<file path="config.mk">
export PLATFORM = sky130hd
export DESIGN_NAME = xoshiro_prng_splitmix_seeded
export DESIGN_NICKNAME = d
export VERILOG_FILES = /design/src/rtl/core/xps_pkg.sv /design/src/rtl/core/xoshiro_prng_splitmix_seeded.sv /design/src/rtl/core/xps_mul32.sv /design/src/rtl/core/xps_mix.sv
export SDC_FILE = /design/constraint.sdc
export NUM_CORES = 2
export LEC_CHECK = 0
export BUFFER_PORTS_ARGS = -buffer_cell sky130_fd_sc_hd__buf_2
export CORE_MARGIN = 2
export CORE_UTILIZATION = 59
export DETAILED_ROUTE_END_ITERATION = 8
export GPL_TIMING_DRIVEN = 0
export PLACE_DENSITY = 0.78
export SETUP_SLACK_MARGIN = 0.3
export SYNTH_ARGS = -nofsm -noshare
export SYNTH_HDL_FRONTEND = slang
export SYNTH_SLANG_ARGS = --single-unit
</file>
<file path="constraint.sdc">
create_clock -name clk_i -period 9 [get_ports clk_i]
set_clock_uncertainty 0.05 [all_clocks]
set_input_delay 0.9 -clock clk_i [delete_from_list [all_inputs] [get_ports clk_i]]
set_output_delay 0.9 -clock clk_i [all_outputs]
set_load 0.05 [all_outputs]
</file>
<file path="src/rtl/core/xps_pkg.sv">
`timescale 1ns / 1ps
// ----------------------------------------------------------------------------
// xps_pkg
// Shared constants and types of the xoshiro256++ generator with splitmix64
// seeding.
// ----------------------------------------------------------------------------
package xps_pkg;

  localparam int unsigned WORD_W  = 64;
  localparam int unsigned HALF_W  = WORD_W / 2;
  localparam int unsigned FRAC_W  = 53;
  localparam int unsigned NUM_WRD = 4;
  localparam int unsigned IDX_W   = $clog2(NUM_WRD);

  // splitmix64 constants
  localparam logic [WORD_W-1:0] GOLDEN_GAMMA = 64'h9e3779b97f4a7c15;
  localparam logic [WORD_W-1:0] MIX_MUL_A    = 64'hbf58476d1ce4e5b9;
  localparam logic [WORD_W-1:0] MIX_MUL_B    = 64'h94d049bb133111eb;
  localparam int unsigned MIX_SH_1 = 30;
  localparam int unsigned MIX_SH_2 = 27;
  localparam int unsigned MIX_SH_3 = 31;

  // xoshiro256++ constants
  localparam int unsigned XO_ROT_OUT = 23;
  localparam int unsigned XO_SHL     = 17;
  localparam int unsigned XO_ROT_W3  = 45;

  // item kinds
  localparam logic MODE_RESEED = 1'b0;
  localparam logic MODE_DRAW   = 1'b1;

  typedef struct packed {
    logic             busy;
    logic             word_vld;
    logic [IDX_W-1:0] word_idx;
  } mix_stat_t;

endpackage

</file>
<file path="src/rtl/core/xoshiro_prng_splitmix_seeded.sv">
`timescale 1ns / 1ps
// ----------------------------------------------------------------------------
// xoshiro_prng_splitmix_seeded
// xoshiro256++ generator whose four state words are loaded from a splitmix64
// sequence on a reseed item; a draw item gives one 64-bit output.
//
//   channel | signals                              | direction
//   in      | in_valid_i/in_ready_o, mode, seed    | item in
//   out     | out_valid_o/out_ready_i, raw, frac   | result out
//
// a draw item's result sits in the output register
// a reseed item runs 4 words x 9 steps of the shared 32x32
//   multiplier sequencer after it is accepted; it gives no result
// in_ready_o is low while the sequencer runs, or while a result is held
//   and out_ready_i is low
// reset clears the state words to zero and empties the output register
// ----------------------------------------------------------------------------
module xoshiro_prng_splitmix_seeded (
  input  logic                        clk_i,
  input  logic                        rst_ni,
  input  logic                        in_valid_i,
  output logic                        in_ready_o,
  input  logic                        mode_i,
  input  logic [xps_pkg::WORD_W-1:0]  seed_value_i,
  output logic                        out_valid_o,
  input  logic                        out_ready_i,
  output logic [xps_pkg::WORD_W-1:0]  raw_value_o,
  output logic [xps_pkg::FRAC_W-1:0]  uniform_fraction_o
);
  import xps_pkg::*;

  logic [NUM_WRD-1:0][WORD_W-1:0] gw_q, gw_d;
  logic              out_valid_q, out_valid_d;
  logic [WORD_W-1:0] raw_q, raw_d;

  mix_stat_t         mix_stat;
  logic [WORD_W-1:0] mix_word;
  logic              in_acc;
  logic              draw_acc;
  logic              seed_acc;

  logic [WORD_W-1:0] sum03, outv;
  logic [WORD_W-1:0] t2, t3, t1, t0;

  assign in_ready_o = !mix_stat.busy && (!out_valid_q || out_ready_i);
  assign in_acc     = in_valid_i && in_ready_o;
  assign draw_acc   = in_acc && (mode_i == MODE_DRAW);
  assign seed_acc   = in_acc && (mode_i == MODE_RESEED);

  xps_mix u_mix (
    .clk_i   (clk_i),
    .rst_ni  (rst_ni),
    .start_i (seed_acc),
    .seed_i  (seed_value_i),
    .stat_o  (mix_stat),
    .word_o  (mix_word)
  );

  // xoshiro256++ step
  assign sum03 = gw_q[0] + gw_q[3];
  assign outv  = ((sum03 << XO_ROT_OUT) | (sum03 >> (WORD_W - XO_ROT_OUT))) + gw_q[0];
  assign t2    = gw_q[2] ^ gw_q[0];
  assign t3    = gw_q[3] ^ gw_q[1];
  assign t1    = gw_q[1] ^ t2;
  assign t0    = gw_q[0] ^ t3;

  always_comb begin
    gw_d        = gw_q;
    raw_d       = raw_q;
    out_valid_d = out_valid_q && !out_ready_i;
    if (mix_stat.word_vld) begin
      gw_d[mix_stat.word_idx] = mix_word;
    end
    if (draw_acc) begin
      gw_d[0]     = t0;
      gw_d[1]     = t1;
      gw_d[2]     = t2 ^ (gw_q[1] << XO_SHL);
      gw_d[3]     = (t3 << XO_ROT_W3) | (t3 >> (WORD_W - XO_ROT_W3));
      raw_d       = outv;
      out_valid_d = 1'b1;
    end
  end

  always_ff @(posedge clk_i or negedge rst_ni) begin
    if (!rst_ni) begin
      gw_q        <= '0;
      out_valid_q <= 1'b0;
    end else begin
      gw_q        <= gw_d;
      out_valid_q <= out_valid_d;
    end
  end

  always_ff @(posedge clk_i) begin
    raw_q <= raw_d;
  end

  assign out_valid_o        = out_valid_q;
  assign raw_value_o        = raw_q;
  assign uniform_fraction_o = raw_q[WORD_W-1:WORD_W-FRAC_W];

endmodule

</file>
<file path="src/rtl/core/xps_mul32.sv">
`timescale 1ns / 1ps
// ----------------------------------------------------------------------------
// xps_mul32
// Shared 32 x 32 unsigned multiplier with a registered 64-bit product.
// ----------------------------------------------------------------------------
module xps_mul32 (
  input  logic                         clk_i,
  input  logic [xps_pkg::HALF_W-1:0]   a_i,
  input  logic [xps_pkg::HALF_W-1:0]   b_i,
  output logic [xps_pkg::WORD_W-1:0]   prod_o
);
  import xps_pkg::*;

  logic [WORD_W-1:0] prod_q;
  logic [WORD_W-1:0] prod_d;

  assign prod_d = WORD_W'(a_i) * WORD_W'(b_i);

  always_ff @(posedge clk_i) begin
    prod_q <= prod_d;
  end

  assign prod_o = prod_q;

endmodule

</file>
<file path="src/rtl/core/xps_mix.sv">
`timescale 1ns / 1ps
// ----------------------------------------------------------------------------
// xps_mix
// splitmix64 sequencer: produces four state words from a seed, one after the
// other, with each 64-bit multiply done as three partial products on the
// shared 32 x 32 multiplier.
// ----------------------------------------------------------------------------
module xps_mix (
  input  logic                        clk_i,
  input  logic                        rst_ni,
  input  logic                        start_i,
  input  logic [xps_pkg::WORD_W-1:0]  seed_i,
  output xps_pkg::mix_stat_t          stat_o,
  output logic [xps_pkg::WORD_W-1:0]  word_o
);
  import xps_pkg::*;

  localparam logic [2:0] PH_IDLE = 3'd0;
  localparam logic [2:0] PH_MIX  = 3'd1;
  localparam logic [2:0] PH_LL   = 3'd2;
  localparam logic [2:0] PH_LH   = 3'd3;
  localparam logic [2:0] PH_HL   = 3'd4;
  localparam logic [2:0] PH_FIN  = 3'd5;

  logic [2:0]        phase_q, phase_d;
  logic              selb_q, selb_d;
  logic [IDX_W-1:0]  idx_q, idx_d;
  logic [WORD_W-1:0] ctr_q, ctr_d;
  logic [WORD_W-1:0] x_q, x_d;
  logic [WORD_W-1:0] acc_q, acc_d;

  logic [WORD_W-1:0] ctr_nxt;
  logic [WORD_W-1:0] kmul;
  logic [HALF_W-1:0] op_a, op_b;
  logic [WORD_W-1:0] prod;
  logic [WORD_W-1:0] prod_hi;
  logic [WORD_W-1:0] fin;
  logic [WORD_W-1:0] word;

  xps_mul32 u_mul (
    .clk_i  (clk_i),
    .a_i    (op_a),
    .b_i    (op_b),
    .prod_o (prod)
  );

  assign kmul    = selb_q ? MIX_MUL_B : MIX_MUL_A;
  assign ctr_nxt = ctr_q + GOLDEN_GAMMA;
  // cross products only reach the upper half of the low 64 bits
  assign prod_hi = {prod[HALF_W-1:0], {HALF_W{1'b0}}};
  assign fin     = acc_q + prod_hi;
  assign word    = fin ^ (fin >> MIX_SH_3);

  always_comb begin
    case (phase_q)
      PH_LH: begin
        op_a = x_q[HALF_W-1:0];
        op_b = kmul[WORD_W-1:HALF_W];
      end
      PH_HL: begin
        op_a = x_q[WORD_W-1:HALF_W];
        op_b = kmul[HALF_W-1:0];
      end
      default: begin
        op_a = x_q[HALF_W-1:0];
        op_b = kmul[HALF_W-1:0];
      end
    endcase
  end

  always_comb begin
    phase_d = phase_q;
    selb_d  = selb_q;
    idx_d   = idx_q;
    ctr_d   = ctr_q;
    x_d     = x_q;
    acc_d   = acc_q;
    case (phase_q)
      PH_IDLE: begin
        if (start_i) begin
          ctr_d   = seed_i;
          idx_d   = '0;
          phase_d = PH_MIX;
        end
      end
      PH_MIX: begin
        ctr_d   = ctr_nxt;
        x_d     = ctr_nxt ^ (ctr_nxt >> MIX_SH_1);
        selb_d  = 1'b0;
        phase_d = PH_LL;
      end
      PH_LL: begin
        phase_d = PH_LH;
      end
      PH_LH: begin
        acc_d   = prod;
        phase_d = PH_HL;
      end
      PH_HL: begin
        acc_d   = acc_q + prod_hi;
        phase_d = PH_FIN;
      end
      PH_FIN: begin
        if (!selb_q) begin
          x_d     = fin ^ (fin >> MIX_SH_2);
          selb_d  = 1'b1;
          phase_d = PH_LL;
        end else begin
          idx_d   = idx_q + 1'b1;
          phase_d = (idx_q == IDX_W'(NUM_WRD - 1)) ? PH_IDLE : PH_MIX;
        end
      end
      default: begin
        phase_d = PH_IDLE;
      end
    endcase
  end

  always_ff @(posedge clk_i or negedge rst_ni) begin
    if (!rst_ni) begin
      phase_q <= PH_IDLE;
      selb_q  <= 1'b0;
      idx_q   <= '0;
    end else begin
      phase_q <= phase_d;
      selb_q  <= selb_d;
      idx_q   <= idx_d;
    end
  end

  always_ff @(posedge clk_i) begin
    ctr_q <= ctr_d;
    x_q   <= x_d;
    acc_q <= acc_d;
  end

  assign stat_o.busy     = (phase_q != PH_IDLE);
  assign stat_o.word_vld = (phase_q == PH_FIN) && selb_q;
  assign stat_o.word_idx = idx_q;
  assign word_o          = word;

endmodule

</file>
==> metrics.md <==
| Metric | Value |
|---|---|
| Run status | finished with violations |
| Failing checks | capacitance limit, slew limit, setup timing |
| Minimum clock period | 9420 ps |
| Drc violations | 0 |
| Ys Warns | 0 |
| Tightest Pin Transition | 1500 ps |
| DR top layer | met5 |
| Routed WL | 274000 um |
| Non-filler instance count after layout | 8993 |
| Remaining global-route overflow | 0 |
| # setup viols final | 20 |
| # fillers | 8918 |
| Max incr delay on CP | 630 ps |
| PnR worst setup slack | -419 ps |
| Placement Rows | 123 |
| Worst Hold Class | in -> reg |
| Hpwl dp | 218000 um |
| Achievable Freq | 0.106 GHz |
| WP data required | 9470 ps |
| Largest net degree at the start of global routing | 106 |
| RSZ-0062 raised after global routing | true |
| CP startpoint kind | register |
| Most frequent CP cell | fa_1 |
| Post-synth cell types | 105 |
| Cell taking the most area after synthesis | fa_1 |
| Area Overhead vs Synth | 13.5% |
| Nets | 8828 |
| Routed WL per cell | 30.5 um |
| Via density | 6.36 |
| Top Ports | 188 |
| Clock Path Buffers | 3 |
| Vias in the first global route | 57000 |
| Gr usage total | 47.5% |
| Final Max Slew Viols | 1 |
| CP endpoint kind | register |
| Slowest-stage cell, CP | fa_1 |
| CORE AREA | 0.112 mm2 |
| H-tree levels | 2 |
| WP data arrival | 9890 ps |
| Vias | 57200 |
| Inserted Clock Buffers | 59 |
| WHS Path Cells | 3 |
| Reg2Reg Depth | 31 |
| Setup CP Type | reg -> reg |
| Top-area cell type share of the netlist area | 24.2% |
| Mapped Nets | 8388 |
| Antenna viol nets, final | 0 |
| Starting DRC count in detailed routing | 6783 |
| Initial core utilization | 59.3% |
| Post-synth top cells | inv_1, fa_1, ha_1 |
| Clock Sinks | 583 |
| Cells after synthesis | 6995 |
| Skew-Pair Late Insertion Delay | 680 ps |
| Die area | 0.115 mm2 |
| Ranking of synthesized cells by area | fa_1, edfxtp_1, dfrtp_1 |
| Wire length on met1 | 92500 um |
| Post-synth ARST share | 45.1% |
| WL met3 | 31000 um |
| Final Cycle Share | 105% |
| GPL Wtd Cong | 1.08 |
| EDFF count, synth | 256 |
| Sequential area share after synthesis | 23.4% |
| First-pass GRT wire length | 393000 um |
| DRT Pass-1 Iters | 6 |
| Synth Cell Area | 0.0665 mm2 |
| Worst-path fanout max | 13 |
| IO Port Bufs | 187 |
| Clock slew at reported path FFs | 80 ps |
| Most common cell in the netlist | inv_1 |
| MaxCap Viol Count | 2 |
| Final Hold Viols | 0 |
| Relative slew slack | -0.449% |
| Layout cells sized above 1 | 12.9% |
| CTS tree | built |
| Main synth FF type | dfrtp_1 |
| Synthesis-stage register bit count | 583 |
| Root buffer cell | clkbuf_16 |
| Die height | 340 um |
| DIE WIDTH | 340 um |
| Routed length on met2 | 120000 um |
| Initial antenna violation count | 9 |
| Avg Cell Area, Syn | 9.51 um2 |
| Number of instances in the placed design | 8701 |
[critical path: cells and delay by family, from the launching register on]
| kind | cells | cell delay, ps |
|---|---|---|
| adders and majority gates | 10 | 4650 |
| buffers and inverters | 10 | 1560 |
| AOI/OAI and AO/OA | 6 | 1370 |
| and+or+nand+nor | 4 | 790 |
| DFF | 1 | 570 |
| xor gates and xnor gates | 1 | 200 |
[per-stage QoR]
step | cell area (um2) | setup WS, ps | hold slack, ps | TNS, ps | utilization, %
global route | 75400 | -504 | 442 | -7430 | 67.2
detailed placement | 69900 | -3920 | 477 | -117610 | 62.3
floorplan | 66600 | 245 | 430 | 0 | -
global placement | 69400 | -4230 | 468 | -137160 | 61.9
CTS | 74200 | -306 | 443 | -3750 | 66.1
finish | 75500 | -419 | 449 | -4690 | 67.3
[layer usage]
layer	GRT usage [%]	vias up
li1	-	24100
met1	55.5	28100
met2	72.9	3884
met3	12.9	1152
met4	40.4	6
met5	0	-
[worst paths after layout]
check	startpoint	end	slack, ps
hold / removal	seed_value_i[14]	u_mix.ctr_q[14]	450
min in group asynchronous	rst_ni	gw_q[74]	580
hold reg to reg	u_mix.u_mul.prod_o[36]	u_mix.acc_q[36]	500
max in group asynchronous	rst_ni	gw_q[71]	7110
setup reg to reg	u_mix.selb_q	u_mix.u_mul.prod_o[61]	-420
setup / recovery	u_mix.selb_q	u_mix.u_mul.prod_o[61]	-420
[cell families (layout without fill, tap and decap cells)]
| group | Yosys count | after routing | synth area share [%] |
|---|---|---|---|
| xor gates and xnor gates | 589 | 589 | 7.84 |
| AOI/OAI and AO/OA | 1494 | 1494 | 14.5 |
| DFF | 583 | 583 | 23.4 |
| muxes | 75 | 75 | 1.18 |
| buffers and inverters | 1433 | 1924 | 8.60 |
| other | 0 | 7 | 0 |
| adders and majority gates | 1324 | 1324 | 34.0 |
| and+or+nand+nor | 1497 | 1497 | 10.6 |
[state kept, by name, summed over array words and instances, names as in the netlist]
signal              count
u_mix.idx_q             2
u_mix.ctr_q            64
u_mix.selb_q            1
u_mix.acc_q            64
u_mix.phase_q           3
raw_value_o            64
gw_q                  256
u_mix.u_mul.prod_o     64
out_valid_o             1
u_mix.x_q              64
[cell usage in the layout, fill, tap and decap left out, types with 31 or more instances in the layout]
master and instances:
nor2_1 369, o21bai_1 62, nor2b_1 44, and2_1 104, a21oi_1 368, dfxtp_1 64, clkbuf_1 201, clkbuf_16 76
nor3_1 57, o221ai_1 34, nand2b_1 89, nand2_1 490, buf_6 36, buf_2 194, a221oi_1 32, inv_1 1060
nand3_1 63, xnor2_1 362, nand4_1 44, ha_1 501, dfrtp_1 259, edfxtp_1 256, mux2i_1 38, a22oi_1 72
a211o_1 79, a31oi_1 37, or3_1 36, a21o_1 140, o21ai_0 392, fa_1 783, buf_4 192, xor2_1 189
o211ai_1 31
[layout make-up]
cell class	instances	area, um2	area share (%)
Antenna cell	7	17.5	0.0232
Buffer	330	2040	2.71
Clock buffer	77	1680	2.23
Clock inverter	35	297	0.393
Inverter	1103	4220	5.59
Multi-Input combinational cell	4979	47000	62.2
Sequential cell	583	15600	20.6
Tap cell	1500	1880	2.49
Timing Repair Buffer	379	2820	3.73
[timing repair]
action	4_1_cts	5_1_grt
buffers inserted	97	71
setup endpoints to repair	54	51
pin swaps	99	75
gates resized for setup	380	167
cloned	0	1
endpoints found under the hold margin	11	0
hold buffers	1	0
Power is left out: the tool's default activity adds up to more than one toggle a clock period on the data nets, which glitch-free logic cannot reach.
